<file path="config.mk">
export PLATFORM = sky130hd
export DESIGN_NAME = bzc_front
export DESIGN_NICKNAME = d
export VERILOG_FILES = /design/src/design/bzc_pkg.sv /design/src/design/bzc_front.sv
export SDC_FILE = /design/constraint.sdc
export NUM_CORES = 1
export LEC_CHECK = 0
export ABC_CLOCK_PERIOD_IN_PS = 4700
export BUFFER_PORTS_ARGS = -buffer_cell sky130_fd_sc_hd__buf_2
export CAP_MARGIN = 20
export CORE_ASPECT_RATIO = 0.7
export CORE_MARGIN = 2
export CORE_UTILIZATION = 52
export CTS_BUF_LIST = sky130_fd_sc_hd__clkbuf_16
export CTS_CLUSTER_SIZE = 16
export DETAILED_ROUTE_END_ITERATION = 7
export PLACE_DENSITY = 0.79
export RECOVER_POWER = 25
export SLEW_MARGIN = 20
export SYNTH_ARGS = -nofsm -noshare
export SYNTH_HDL_FRONTEND = slang
export SYNTH_SLANG_ARGS = --single-unit
</file>
<file path="constraint.sdc">
create_clock -name clk -period 4.7 [get_ports clk]
set_clock_uncertainty 0.05 [all_clocks]
set_input_delay 1.41 -clock clk [delete_from_list [all_inputs] [get_ports clk]]
set_output_delay 1.41 -clock clk [all_outputs]
set_load 0.05 [all_outputs]
</file>
<file path="src/design/bzc_pkg.sv">
// types, constants and register codes for the cubic bezier evaluator
package bzc_pkg;

	localparam int COORD_W   = 16;
	localparam int FRAC_W    = 16;
	localparam int PARAM_W   = FRAC_W + 1;
	localparam int NUM_PTS   = 4;
	localparam int LANE_W    = COORD_W + 4;
	localparam int PROD_W    = LANE_W + PARAM_W + 2;
	localparam int OUT_W     = 24;
	localparam int CFG_IDX_W = 4;
	localparam int LVL_W     = 2;

	localparam logic [PARAM_W-1:0] T_ONE = PARAM_W'(1) << FRAC_W;
	localparam logic [PROD_W-1:0] ROUND_HALF = PROD_W'(1) << (FRAC_W - 1);

	// configuration register indexes
	typedef enum logic [CFG_IDX_W-1:0] {
		REG_P0_X = 4'd0,
		REG_P0_Y = 4'd1,
		REG_P1_X = 4'd2,
		REG_P1_Y = 4'd3,
		REG_P2_X = 4'd4,
		REG_P2_Y = 4'd5,
		REG_P3_X = 4'd6,
		REG_P3_Y = 4'd7
	} reg_idx_t;

	// derivative order codes
	typedef enum logic [1:0] {
		ORD_POINT  = 2'd0,
		ORD_FIRST  = 2'd1,
		ORD_SECOND = 2'd2,
		ORD_THIRD  = 2'd3
	} order_t;

	typedef logic signed [COORD_W-1:0] coord_t;
	typedef coord_t [NUM_PTS-1:0] coords_t;
	typedef logic signed [LANE_W-1:0] lane_t;
	typedef lane_t [NUM_PTS-1:0] lanes_t;

	// item moving down the chain of cells
	typedef struct packed {
		lanes_t lx;
		lanes_t ly;
		logic [PARAM_W-1:0] t;
		order_t order;
		logic [LVL_W-1:0] levels;
	} work_t;

endpackage

</file>
<file path="src/design/bzc_front.sv">
// entry stage: clamps t and forms forward differences of the control points
module bzc_front (
	input  logic                            clk,
	input  logic                            arst_n,
	input  logic                            in_valid,
	output logic                            in_ready,
	input  logic [bzc_pkg::PARAM_W-1:0]     param_t,
	input  logic [1:0]                      deriv_order,
	input  bzc_pkg::coords_t                px,
	input  bzc_pkg::coords_t                py,
	output logic                            out_valid,
	input  logic                            out_ready,
	output bzc_pkg::work_t                  out_item
);

	logic           valid_s1;
	bzc_pkg::work_t item_s1;
	bzc_pkg::work_t item_d;
	bzc_pkg::order_t order_d;

	// order-th forward difference of four points, unused lanes zero
	function automatic bzc_pkg::lanes_t diff_lanes(bzc_pkg::coords_t p, bzc_pkg::order_t o);
		bzc_pkg::lanes_t d0;
		bzc_pkg::lanes_t d1;
		bzc_pkg::lanes_t d2;
		bzc_pkg::lanes_t d3;
		bzc_pkg::lanes_t r;
		for (int i = 0; i < bzc_pkg::NUM_PTS; i++) begin
			d0[i] = bzc_pkg::LANE_W'(signed'(p[i]));
		end
		d1 = '0;
		d2 = '0;
		d3 = '0;
		for (int i = 0; i < 3; i++) begin
			d1[i] = d0[i+1] - d0[i];
		end
		for (int i = 0; i < 2; i++) begin
			d2[i] = d1[i+1] - d1[i];
		end
		d3[0] = d2[1] - d2[0];
		unique case (o)
			bzc_pkg::ORD_POINT:  r = d0;
			bzc_pkg::ORD_FIRST:  r = d1;
			bzc_pkg::ORD_SECOND: r = d2;
			bzc_pkg::ORD_THIRD:  r = d3;
			default:             r = d0;
		endcase
		return r;
	endfunction

	// next item: clamp t to one, pick difference level, count lerp levels
	always_comb begin
		order_d = bzc_pkg::order_t'(deriv_order);
		item_d.lx = diff_lanes(px, order_d);
		item_d.ly = diff_lanes(py, order_d);
		item_d.t = (param_t > bzc_pkg::T_ONE) ? bzc_pkg::T_ONE : param_t;
		item_d.order = order_d;
		item_d.levels = bzc_pkg::LVL_W'(3) - bzc_pkg::LVL_W'(deriv_order);
	end

	assign in_ready = !valid_s1 || out_ready;

	// stage valid
	always_ff @(posedge clk or negedge arst_n) begin
		if (!arst_n) begin
			valid_s1 <= 1'b0;
		end else if (in_ready) begin
			valid_s1 <= in_valid;
		end
	end

	// stage payload
	always_ff @(posedge clk) begin
		if (in_valid && in_ready) begin
			item_s1 <= item_d;
		end
	end

	assign out_valid = valid_s1;
	assign out_item  = item_s1;

endmodule

</file>
After elaboration in Yosys (flattened, before gate mapping) --
Cells that the tools add are included.
Word-level totals: logic and storage cells 35, output and inout bits 183, bits of input ports 151, register bits after elaboration 182
Cells by class: mux-type cells 2, reductions and logical operators 4, add/sub/neg operators 13, eq/ne operators 3, magnitude comparators 1
Operator list (count):
- $pmux 80 s4 | 2
- $sub 16x16->17 | 6
- $sub 17x17->18 | 4
- $sub 18x18->19 | 2
- $gt 17x17->1 const B | 1
- $eq 2x2->1 const B | 2
- $eq 2x1->1 const B | 1
- $logic_not 2->1 | 1
- $sub 2x2->2 const A | 1
- $logic_and 1x1->1 | 1
- $logic_not 1->1 | 1
- $logic_or 1x1->1 | 1

Logic depth before layout (Yosys ltp) --
depth after elaboration 4, depth in mapped cells 29, mapped depth without buffers 29

Worst setup path after synthesis --
No wires, ideal clock.
path type in2reg, start point input px[32] in the netlist's numbering, end point register item_s1, in the netlist out_item[116] (data pin), path buffers 0, cell stages on the path 27, required time 4.392 ns, arrival time 5.949 ns, setup time 0.258 ns, path slack -1.557 ns, cells stage by stage inv_1 ha_1 inv_1 fa_1 a21o_1 a21oi_1 xnor2_1 ha_1 o21a_1 o31a_1 o31ai_1 a21oi_1 nor2_1 maj3_1 a21oi_1 o31a_1 maj3_1 a21oi_1 xor2_1 ha_1 and3_1 a21oi_1 o31a_1 nand2b_1 xor2_1 a21oi_1 nor2_1
RTL lines:
- start, declared | line bzc_front.sv:9 | input bzc_pkg::coords_t px,
- end signal, assigned | line bzc_front.sv:75 | item_s1 <= item_d;
- end, declared | line bzc_front.sv:17 | bzc_pkg::work_t item_s1;

==> run summary <==
VDD sags by at most 0.000546 V. The worst hold path belongs to the class register to register. The fraction of layout instances using a drive strength above 1 is slightly below 50%. In the final design database the tool counted 3127 nets.

Multiplexer cells account for 5.58% of the synthesized area. After layout, the worst setup slack is -1.44 ns. The global-route track usage on met2 is 58.2%. The cell area after technology mapping came out at 16800 um^2.

The initial standard-cell utilization of the core came out at a little over half. The number of flops mapped to enable cells by yosys is between 150 and 200. The headroom to the max-slew limit came out at -68.4%. The total number of vias came out at 19100. The worst hold slack is 0.494 ns. Summing the areas of all compound-gate instances in the mapped netlist gives 19.2% of the synthesized area. The startpoint kind of the worst setup timing path is a primary input. The met1 usage came out at 44.5%. After floorplanning, the core was sized to cover 31400 um^2. Dividing total power by cell area gives a power density of 641 nW/um^2. Yosys attributes the largest share of cell area to edfxtp_1, ha_1, inv_1, xnor2_1, o21ai_0. The sequential share of power came out at approximately 12%.

For this design, the slowest cell found on the critical path is fa_2. Setup repair after global routing could not meet its margin everywhere. The time the final worst path needs with I/O delays and setup came out at 6.14 ns. The placed instances occupy a cell area of 22600 um^2. The maximum number of pins on one net before global-route repair came out at 56. The per-cell via count in the routed design came out at 5.95. The number of endpoints failing setup at the final stage came out at between 40 and 50. The full die area came out at approximately 34000 um^2.

The run finished, with violations left. The post-route non-filler standard cell count came out at around 3200. The number of nets still failing antenna checks after routing is 0. The clock-pin slew of the registers on the worst-case setup and hold paths came out at 0.07 ns.

Global routing used ~5.4% of the available met3 tracks. The share of synthesized flip-flops with an asynchronous set or reset came out at 0.617%. The number of flip-flops and latches in the synthesized netlist came out at 162. The dominant cell type by area after synthesis is edfxtp_1. Among all flip-flop cells after synthesis, the most frequent one is edfxtp_1. Yosys instantiated no cell more often than inv_1.

The insertion delay of the later-clocked pin in the worst-skew pair came out at 0.46 ns. The chip height came out at 154 um. Summing the sequential cell areas from Yosys gives slightly below 30% of the chip area. Of the available clock period, the critical path in the final layout requires 131%. The number of nets produced by synthesis is between 2000 and 2500. STA classifies the critical path endpoint as a register.

The highest clock frequency the design can meet is 163 MHz. The count of pins on the block boundary is 334. The number of antenna violations at the first check in global routing was 3.

The first-pass iteration count of the detailed router came out at 6. The max-slew violation count came out at ~220. The number of global-route vias before repair came out at approximately 19000. The Yosys step of the flow raised 0 warnings. The switching fraction of total power is 44.2%. The cell area after layout came out at approximately 27000 um^2. The cell internal power dissipation came out at 9.50 mW. The clock network burns a little under a tenth of the power.

The clock tree synthesis step divided the H-tree into 4 levels. The clock sink count came out at 162. The mean area per synthesized cell came out at 8.78 um^2.

By count the netlist is led by inv_1, ha_1, edfxtp_1, nor2_1, o21ai_0. Global routing finished with a remaining overflow of 0. From synthesis to final layout, the design area changed by 58.6%. By area, the combinational part of the netlist is dominated by compound AO/OA/AOI/OAI gates. The first-iteration detailed-routing DRC count came out at 1772.

The combinational power share is 79.4%. For this design the static power due to leakage is approximately 13 nW. The total routing resource utilization after global routing came out at around a third.

Row generation in the floorplan step produced 54 rows. The fraction of post-synthesis cell area in the top cell type by area is 28.8%. TritonCTS built the clock tree.

The worst setup path is of the primary input to register kind. The number of placed instances with taps included is 3055. For the worst setup path, the data required time is just under 5 ns. The peak-usage layer in the global routing report is met2. OpenSTA, run right after detailed placement, puts the worst setup slack at -1.96 ns. The count of maximum capacitance violations came out at 6. The measured slew at the worst slew-check pin came out at 2.53 ns. After Yosys synthesis, and, or, nand and nor cells account for between 10% and 20% of the synthesized area. The arrival time of data at the critical path endpoint came out at 6.29 ns. In the final routed layout, each cell accounts on average for 20.9 um. The post-DP HPWL is between 40 and 50 mm.

After technology mapping, the gate count stands at 1909. The number of design rule violations left after detail routing is 0. The adder-cell share of the synthesized area is approximately 16%.

The quantity of I/O buffers inserted on ports came out at 333. The longest individual stage delay on the worst path is 0.34 ns. The post-synthesis share of cell area spent on xor and xnor gates came out at 7.87%.

The tree is rooted in a clkbuf_16. The final weighted congestion in routability-driven placement came out at 0.933. The final hold violation count was 0. In this run the horizontal extent of the chip is 219 um. Along the worst path, the maximum fanout reaches 3. The number of buffers created by CTS is 17. The net switching power is 7.53 mW. The sum of routed wire length over all layers is between 60 and 70 mm.

The wire length of the first global-routing pass came out at 93.0 mm. The number of buffers on the longest clock path came out at 2. The checks that failed: capacitance limit, slew limit, setup timing. After synthesis, the netlist uses 74 different library cells.
[layout by cell type (no fill, tap or decap), types with 32 or more instances in the layout]
cell type  count
ha_4          45
a21o_1        38
a21oi_1       48
edfxtp_1     161
o21a_1        35
mux2i_1       62
nor3_1        37
nor2b_1       47
and2_1        32
inv_1        190
o21ai_0       63
xor2_1        36
buf_4        529
buf_2        293
nand2_1      110
clkbuf_1      32
a21oi_2       45
xnor2_2       36
o21ai_2       36
ha_1         144
nor2_1       129
buf_6         50
xnor2_1       48
[cells by family (layout without fill, tap and decap cells)]
kind of cell	Yosys count	after routing
compound gates	492	492
xor+xnor	147	147
fa+ha+maj	207	207
buf+inv	290	1166
flops	162	162
mux	79	79
other cells	0	2
simple gates	532	532
[metrics by stage]
stage | setup TNS (ns) | util [%] | total power, mW
2_1_floorplan | -16.61 | - | 8.10
3_3_place_gp | -45.18 | 71.8 | 11.2
3_5_place_dp | -52.39 | 71.8 | 11.5
4_1_cts | -21.60 | 79.7 | 14.7
5_1_grt | -36.01 | 84.6 | 17.9
6_report | -31.97 | 84.6 | 17.0
[state kept, by name, summed over array words and instances, names as in the netlist]
register and cells:
out_item 161, out_valid 1
[layout make-up]
| class | instances | area, um^2 |
|---|---|---|
| clock buffer | 17 | 425 |
| fill | 1664 | 4840 |
| multi-input combinational | 1457 | 13400 |
| clock inverter | 15 | 198 |
| antenna | 2 | 5.00 |
| tap | 420 | 526 |
| sequential | 162 | 4860 |
| timing repair buffer | 913 | 6280 |
| inverter | 221 | 883 |
[worst max-delay path, delay by kind of cell]
| family | cells | cell delay, ns |
|---|---|---|
| and+or+nand+nor | 2 | 0.20 |
| xor gates and xnor gates | 3 | 0.50 |
| buffers and inverters | 7 | 0.68 |
| AOI/OAI and AO/OA | 13 | 2.50 |
| adders and majority gates | 4 | 0.98 |
[worst paths after layout]
check                      slack, ns       endpoint       from  cells past startpoint
min in group asynchronous       0.66      out_valid     arst_n                      1
min reg2reg                     0.49      out_valid  out_valid                      2
max                            -1.44  out_item[117]     px[32]                     29
max in group asynchronous       3.86      out_valid     arst_n                      1
max reg2reg                     1.41   out_item[22]  out_valid                      3
min                             0.49      out_valid  out_valid                      2
[layer usage]
layer,vias up,wire [um],part of all wire (%)
met5,-,14,0.021
met4,2,3690,5.5
met3,350,5610,8.4
met2,1166,31800,48
met1,9030,25800,39
li1,8518,-,-
[repair_timing]
action                                  CTS  global route
pin swaps                               176           181
resized for setup                       257           261
setup buffers                            93            59
hold buffers                              0             0
endpoints found under the setup margin   38            40
[power groups by stage]
| stage | registers [mW] | clock network [mW] | logic (mW) |
|---|---|---|---|
| finish | 1.96 | 1.56 | 13.5 |
| global placement | 1.97 | 0 | 9.18 |
| detailed placement | 1.97 | 0 | 9.52 |
| CTS | 1.95 | 1.56 | 11.2 |
| global route | 1.97 | 1.61 | 14.3 |
| floorplan | 2.63 | 0 | 5.48 |
Power figures use the tool's default switching activity.
