**config.mk**
```make
export PLATFORM = sky130hd
export DESIGN_NAME = bzc_scale
export DESIGN_NICKNAME = d
export VERILOG_FILES = /design/src/design/bzc_pkg.sv /design/src/design/bzc_scale.sv
export SDC_FILE = /design/constraint.sdc
export NUM_CORES = 1
export LEC_CHECK = 0
export ABC_AREA = 1
export BUFFER_PORTS_ARGS = -buffer_cell sky130_fd_sc_hd__buf_2
export CAP_MARGIN = 20
export CORE_MARGIN = 4
export CORE_UTILIZATION = 46
export DETAILED_ROUTE_END_ITERATION = 8
export PLACE_DENSITY = 0.82
export RECOVER_POWER = 100
export SYNTH_ARGS = -nofsm -noshare
export SYNTH_HDL_FRONTEND = slang
export SYNTH_SLANG_ARGS = --single-unit
```
**constraint.sdc**
```tcl
create_clock -name clk -period 3.91 [get_ports clk]
set_clock_uncertainty 0.1 [all_clocks]
set_input_delay 0.391 -clock clk [delete_from_list [all_inputs] [get_ports clk]]
set_output_delay 0.391 -clock clk [all_outputs]
set_load 0.01 [all_outputs]
```
**src/design/bzc_pkg.sv**
```systemverilog
// types, constants and register codes for the cubic bezier evaluator
package bzc_pkg;

	localparam int COORD_W   = 16;
	localparam int FRAC_W    = 16;
	localparam int PARAM_W   = FRAC_W + 1;
	localparam int NUM_PTS   = 4;
	localparam int LANE_W    = COORD_W + 4;
	localparam int PROD_W    = LANE_W + PARAM_W + 2;
	localparam int OUT_W     = 24;
	localparam int CFG_IDX_W = 4;
	localparam int LVL_W     = 2;

	localparam logic [PARAM_W-1:0] T_ONE = PARAM_W'(1) << FRAC_W;
	localparam logic [PROD_W-1:0] ROUND_HALF = PROD_W'(1) << (FRAC_W - 1);

	// configuration register indexes
	typedef enum logic [CFG_IDX_W-1:0] {
		REG_P0_X = 4'd0,
		REG_P0_Y = 4'd1,
		REG_P1_X = 4'd2,
		REG_P1_Y = 4'd3,
		REG_P2_X = 4'd4,
		REG_P2_Y = 4'd5,
		REG_P3_X = 4'd6,
		REG_P3_Y = 4'd7
	} reg_idx_t;

	// derivative order codes
	typedef enum logic [1:0] {
		ORD_POINT  = 2'd0,
		ORD_FIRST  = 2'd1,
		ORD_SECOND = 2'd2,
		ORD_THIRD  = 2'd3
	} order_t;

	typedef logic signed [COORD_W-1:0] coord_t;
	typedef coord_t [NUM_PTS-1:0] coords_t;
	typedef logic signed [LANE_W-1:0] lane_t;
	typedef lane_t [NUM_PTS-1:0] lanes_t;

	// item moving down the chain of cells
	typedef struct packed {
		lanes_t lx;
		lanes_t ly;
		logic [PARAM_W-1:0] t;
		order_t order;
		logic [LVL_W-1:0] levels;
	} work_t;

endpackage

```
**src/design/bzc_scale.sv**
```systemverilog
// output stage: scales lane zero by 1, 3 or 6 and holds the result item
module bzc_scale (
	input  logic                                clk,
	input  logic                                arst_n,
	input  logic                                in_valid,
	output logic                                in_ready,
	input  bzc_pkg::work_t                      in_item,
	output logic                                out_valid,
	input  logic                                out_ready,
	output logic signed [bzc_pkg::OUT_W-1:0]    result_x,
	output logic signed [bzc_pkg::OUT_W-1:0]    result_y
);

	logic                              valid_q;
	logic signed [bzc_pkg::OUT_W-1:0]  rx_q;
	logic signed [bzc_pkg::OUT_W-1:0]  ry_q;
	logic signed [bzc_pkg::OUT_W-1:0]  vx;
	logic signed [bzc_pkg::OUT_W-1:0]  vy;
	logic signed [bzc_pkg::OUT_W-1:0]  sx;
	logic signed [bzc_pkg::OUT_W-1:0]  sy;

	// derivative scale by shift and add
	always_comb begin
		vx = bzc_pkg::OUT_W'(in_item.lx[0]);
		vy = bzc_pkg::OUT_W'(in_item.ly[0]);
		unique case (in_item.order)
			bzc_pkg::ORD_POINT: begin
				sx = vx;
				sy = vy;
			end
			bzc_pkg::ORD_FIRST: begin
				sx = (vx <<< 1) + vx;
				sy = (vy <<< 1) + vy;
			end
			bzc_pkg::ORD_SECOND, bzc_pkg::ORD_THIRD: begin
				sx = (vx <<< 2) + (vx <<< 1);
				sy = (vy <<< 2) + (vy <<< 1);
			end
			default: begin
				sx = vx;
				sy = vy;
			end
		endcase
	end

	assign in_ready = !valid_q || out_ready;

	// output valid
	always_ff @(posedge clk or negedge arst_n) begin
		if (!arst_n) begin
			valid_q <= 1'b0;
		end else if (in_ready) begin
			valid_q <= in_valid;
		end
	end

	// output payload
	always_ff @(posedge clk) begin
		if (in_valid && in_ready) begin
			rx_q <= sx;
			ry_q <= sy;
		end
	end

	assign out_valid = valid_q;
	assign result_x  = rx_q;
	assign result_y  = ry_q;

endmodule

```
Word-level counts from Yosys, hierarchy flattened
Cells that the tools add are included.

Bitwise operators: 0. Add/sub/neg operators: 4. Shifts and indexed selects: 0. Multipliers: 0. Order comparisons: 0. Mux-type cells: 2. Reductions and logical operators: 5. Eq/ne operators: 3. Div/mod/pow operators: 0.

Operators by type and width (count): $pmux 24 s3 (2); $add 22x21->23 (2); $add 21x20->22 (2); $eq 2x2->1 const B (2); $eq 2x1->1 const B (1); $logic_not 2->1 (1); $reduce_or 2->1 (1); $logic_and 1x1->1 (1); $logic_not 1->1 (1); $logic_or 1x1->1 (1).

Memories kept: 0. Register bits after elaboration: 49. Latch bits: 0. Memory bits (read-only): 0. Input port bits: 185. Output and inout port bits: 50. Word-level logic and storage cells: 17. RAM bits: 0.

Logic depth before layout (Yosys ltp)
Gate-level depths: netlist of run 1.

Depth in word-level cells: 3. Gate-level depth with buffers: 12. Mapped depth without buffers: 12.

Least setup slack after synthesis of run 1
No wires, ideal clock.

Path type: reg2reg. Start: reg valid_q (netlist: out_valid). End: reg rx_q (netlist bit result_x[0]) (enable). Setup slack: 0.638 ns. Required time: 3.345 ns. Clock period less this slack: 3.272 ns. Cell stages (with the launch flop): 2. Setup time: 0.465 ns. Path buffers: 0. Arrival: 2.707 ns. Cells stage by stage: dfrtp_1 > a21oi_1.

Longest elaborated chain between the ends: 3.

Ends and longest elaborated chain: start, declared (line bzc_scale.sv:14) `logic valid_q;`; start signal, assigned (line bzc_scale.sv:53) `valid_q <= in_valid;`; $logic_not 1->1 (line bzc_scale.sv:46) `assign in_ready = !valid_q || out_ready;`; $logic_or 1x1->1 (line bzc_scale.sv:46); $logic_and 1x1->1 (line bzc_scale.sv:59) `if (in_valid && in_ready) begin`; end signal, assigned (line bzc_scale.sv:60) `rx_q <= sx;`; end, declared (line bzc_scale.sv:15) `logic signed [bzc_pkg::OUT_W-1:0] rx_q;`.

No other way between the ends. A chain may end at the register's enable or synchronous reset.

Worst setup path after layout of run 1
Start: reg valid_q (netlist: out_valid). End: reg rx_q (netlist bit result_x[2]) (enable).

The elaborated chain is that of the path after synthesis.

==> out/qor.csv, run 1 <==
metric,value,unit
rsz0062_at_grt,false,
startpoint_type,flop,
ant_nets,0,
layout.cells.non_filler,859,
fin_nets,954,
gr-usage-met3,4.43,%
cp.required,3.73,ns
cp-end-kind,flop,
fin_area,5050,sq um
relSlewSlack,6.18,%
yosysWarnings,0,
io_pins,235,
fin_util,54.2,%
clkSinkCount,47,
final_cell_mix,"212 x nand2_1, 92 x nand3_1, 64 x inv_1",
p_leak,2.39,nW
period_needed,2.74,ns
cts_buffer_depth,2,
peakVddDrop,202,uV
dieArea,11300,sq um
crit_buf_inv,1,
n_antenna_cell,0,
synthesis.nets,864,
cts_tree,built,
dp_cells,850,
drc_errors,0,
ys_seq_area_share,31.7,%
gp_congestion,0.985,
vias_per_cell,5.28,
wl,11.6,mm
core-area,9330,sq um
critPathSlowestCell,a21oi_1,
clk_latency,0.30,ns
setup_viol,0,
final_common_cell,nand2_1,
tightest_slew,1.40,ns
path_delay_family,compound AO/OA/AOI/OAI gates,
hp-class,primary input to flop,
cp_cell_sequence,"a21oi_1, clkbuf_2",
grt-ovfl-total,0,
grtUsageMet2,31.8,%
drive_above_1_share,9.86,%
place_hpwl,9.19,mm
synth-seq-cells,47,
postSynthAreaPerCell,6.95,sq um
root_buffer,clkbuf_8,
hold_viol,0,
syn-cell-area,4440,sq um
htree_levels,2,
wl_per_cell,13.5,microns
netlist-cell-type-count,32,
timing.fmax,0.365,GHz
io_buffers,95,
num_rows,35,
grt_pass1_vias,4269,
fin_setup_tns,0,ns
slowest_delay,0.99,ns
drt_iter0_markers,225,
die_h,106,microns
arrival,2.56,ns
report.power.total,1.52,mW
status,completed,
clk_pin_slew,0.09,ns
cp_max_fo,32,
antenna_found_initial,0,
die_x,106,microns
maxSlewViolCount,0,
period_share,70.0,%
cts_buffers,5,
maxCapViolations,0,
top_usage_layer,met2,
place_area,5040,sq um
grt_use_total,20.6,%
grt_max_degree,44,
area_growth,13.8,%
start_util,47.6,%
grt_pass1_wl,19.5,mm
ctsResizeCount,0,
drtPass1Iterations,5,
vias,4537,
crit_type,flop to flop,
p_per_area,301,nW/um^2
met1_usage,30.0,%
syn_inst,639,
## tightest hold or removal path, delay by kind of cell
family,cells,cell delay (ns)
buf+inv,2,0.11
simple gates,1,0.06
## flip-flops by register name, indices dropped and copies added (netlist names)
signal and flops:
result_x 23, result_y 23, out_valid 1
## layer usage
metal	part of all wire, %	routed length (microns)
met1	47	5490
met2	43	4950
met3	9.1	1050
met4	0.97	112
met5	0	0
## area by class of cell
cell class	instances	area [sq um]
Tap cell	129	161
Inverter	65	244
Clock buffer	7	86.3
Multi-Input combinational cell	511	2710
Sequential cell	47	1410
Timing Repair Buffer	99	439
Fill cell	906	4270
Clock inverter	1	5.00
## cells in the mapped netlist, drive strengths merged
cell      n  share of area, %
fa        2              0.90
edfxtp   46                31
xnor2     8               1.6
buf       8               1.0
ha       38                11
nor2     61               5.4
nor4      2              0.28
nand3b   20               3.4
nand4     1              0.14
nand2   218                19
nor3      6              0.90
o21ai    11               1.2
xor2      3              0.59
a21oi    34               4.0
clkbuf    8              0.68
and2      2              0.28
o211ai    2              0.34
a21boi    1              0.17
a22oi     1              0.17
a21o      2              0.34
dfrtp     1              0.56
nand3    96                11
o221ai    3              0.59
inv      65               5.5
## what timing repair did
action,4_1_cts,5_1_grt
setup buffers,0,0
hold buffers,1,0
endpoints found under the hold margin,1,0
## stage by stage
| stage | worst slack [ns] | hold WS (ns) |
|---|---|---|
| global route | 0.906 | 0.226 |
| floorplan | 0.638 | -0.00459 |
| finish | 1.17 | 0.198 |
| detailed placement | 1.36 | 0.0664 |
| CTS | 1.69 | 0.232 |
| global placement | 1.37 | 0.0688 |
## where the power goes
part           total (mW)  internal (mW)  leakage (nW)  switching (mW)
clock network       0.307          0.143        0.0482           0.164
logic               0.584          0.205          1.89           0.380
registers           0.629          0.617         0.453          0.0116
## path summary, 6_finish.rpt
kind / startpoint / to / slack, ns / depth (start not counted)
worst min register to register: out_valid / out_valid / 0.45 / 2
worst max-delay path: out_valid / result_x[2] / 1.17 / 2
worst max register to register: out_valid / result_x[2] / 1.17 / 2
min in group asynchronous: arst_n / out_valid / 0.29 / 2
max in group asynchronous: arst_n / out_valid / 3.34 / 2
worst min-delay path: in_valid / out_valid / 0.20 / 3
## kinds of logic after synthesis
kind of cell               share of synthesized area [%]
AOI/OAI and AO/OA                                   6.85
xor gates and xnor gates                            2.17
adders and majority gates                           11.6
buffers and inverters                               7.18
DFF                                                 31.7
and+or+nand+nor                                     40.5
No activity file was read; power rests on OpenSTA's default activity.
==> inputs of run 2 (changes only) <==
--- a/config.mk
+++ b/config.mk
@@ -9,9 +9,9 @@
 export BUFFER_PORTS_ARGS = -buffer_cell sky130_fd_sc_hd__buf_2
 export CAP_MARGIN = 20
 export CORE_MARGIN = 4
-export CORE_UTILIZATION = 46
+export CORE_UTILIZATION = 42
 export DETAILED_ROUTE_END_ITERATION = 8
-export PLACE_DENSITY = 0.82
+export PLACE_DENSITY = 0.78
 export RECOVER_POWER = 100
 export SYNTH_ARGS = -nofsm -noshare
 export SYNTH_HDL_FRONTEND = slang
==> constraint.sdc (replaced) <==
create_clock -name clk -period 2.35 [get_ports clk]
set_clock_uncertainty 0.1 [all_clocks]
set_input_delay 0.235 -clock clk [delete_from_list [all_inputs] [get_ports clk]]
set_output_delay 0.235 -clock clk [all_outputs]
set_load 0.01 [all_outputs]
==> out/qor.csv, run 2 (synthesis gave the netlist of run 1 again) <==
metric,value,unit
status,completed,
cp_cell_sequence,"clkbuf_1, ha_1, inv_1, fa_1, nor2_1, o21ai_1, nand2_1, nand2_1, nand2_1, nand2_1, nand3_1, nand3_1",
final_common_cell,nand2_1,
peakVddDrop,285,uV
start_util,43.0,%
dieArea,12300,sq um
fin_nets,956,
root_buffer,clkbuf_8,
p_per_area,500,nW/um^2
top_usage_layer,met2,
timing.fmax,0.492,GHz
path_delay_family,simple AND/OR/NAND/NOR gates,
vias,4436,
drive_above_1_share,9.56,%
clk_latency,0.28,ns
crit_top_cell,nand2_1,
critPathLaunch,in_item[102],
grt_use_total,18.4,%
arrival,1.95,ns
setup_viol,0,
startpoint_type,primary input,
fin_setup_tns,0,ns
wl_per_cell,13.0,microns
core-area,10300,sq um
cts_buffers,5,
io_pins,235,
htree_levels,2,
drt_iter0_markers,209,
rr_worst_depth,2,
post_cts_buffers,0,
grt_pass1_wl,19.2,mm
place_hpwl,8.89,mm
relSlewSlack,19.1,%
r2r_slack,0.40,ns
timing.rr.start,out_valid,
met1_usage,26.3,%
cts_tree,built,
period_needed,2.03,ns
drtPass1Iterations,5,
area_growth,14.5,%
hp-class,primary input to flop,
grt-ovfl-total,0,
ant_nets,0,
hold_viol,0,
crit_type,primary input to flop,
fill_cells,1061,
rsz0062_at_grt,false,
crit_end,result_x[13],
clk_pin_slew,0.07,ns
antenna_found_initial,1,
die_h,111,microns
slowest_delay,0.43,ns
tightest_slew,1.21,ns
final_cell_mix,"212 x nand2_1, 94 x nand3_1, 64 x inv_1",
p_leak,2.38,nW
cp.depth,12,
cp.required,2.27,ns
drc_errors,0,
io_buffers,95,
clkSinkCount,47,
grtUsageMet2,28.1,%
timing.rr.end,result_x[9],
die_x,111,microns
hold_ws,0.0974,ns
maxSlewViolCount,0,
maxCapViolations,0,
grt_pass1_vias,4232,
crit_buf_inv,2,
critPathSlowestCell,fa_1,
num_rows,37,
grt_max_degree,47,
period_share,86.6,%
cts_buffer_depth,2,
cp-end-kind,flop,
gp_congestion,0.911,
cp_max_fo,4,
wl,11.3,mm
vias_per_cell,5.10,
gr-usage-met3,4.31,%
ctsResizeCount,0,
-- run 2: through the flow --
step                      std cells  area, sq um  utilization [%]  power [mW]  setup WS [ns]
final                           869         5080             49.2        2.54          0.316
after CTS                       868         5180             50.2        2.58          0.408
after global routing            869         5080             49.2        2.73          0.132
after detailed placement        859         5070             49.2        2.04         0.0906
after global placement          859         5070             49.2        2.03          0.129
after floorplan                 639         4440                -        1.76          0.104
-- run 2: area by class of cell --
| class | instances | area [sq um] | area share (%) |
|---|---|---|---|
| timing repair buffer | 101 | 444 | 8.74 |
| tap | 136 | 170 | 3.35 |
| sequential | 47 | 1410 | 27.7 |
| clock buffer | 8 | 100 | 1.97 |
| inverter | 65 | 244 | 4.80 |
| multi-input combinational | 511 | 2720 | 53.4 |
| antenna | 1 | 2.50 | 0.0492 |
-- run 2: worst min-delay path, stage by stage --
cell and delay (ns):
buf_2 0.07, inv_1 0.07, nand2_1 0.07
-- run 2: report_power, final --
part / total (mW) / switching, mW / internal [mW]
clock: 0.530 / 0.262 / 0.269
sequential: 1.05 / 0.0208 / 1.03
combinational: 0.963 / 0.621 / 0.341
-- run 2: how the worst min path moves through the flow --
stage                     start  slack [ns]  cells after the start            to
global placement         arst_n       -0.09                      1     out_valid
CTS                 in_item[40]        0.08                      1  result_y[22]
detailed placement       arst_n       -0.09                      1     out_valid
global route           in_valid        0.11                      3     out_valid
floorplan                arst_n       -0.16                      0     out_valid
finish                 in_valid         0.1                      3     out_valid
-- run 2: repair_timing --
item | CTS | global route
hold buffers | 1 | 0
endpoints found under the hold margin | 1 | 0
setup endpoints to repair | 0 | 0
-- run 2: per-layer routing --
metal	up-vias	part of all wire, %
met4	0	0.91
met3	12	6.9
li1	2322	-
met1	1966	49
met5	-	0
met2	136	43
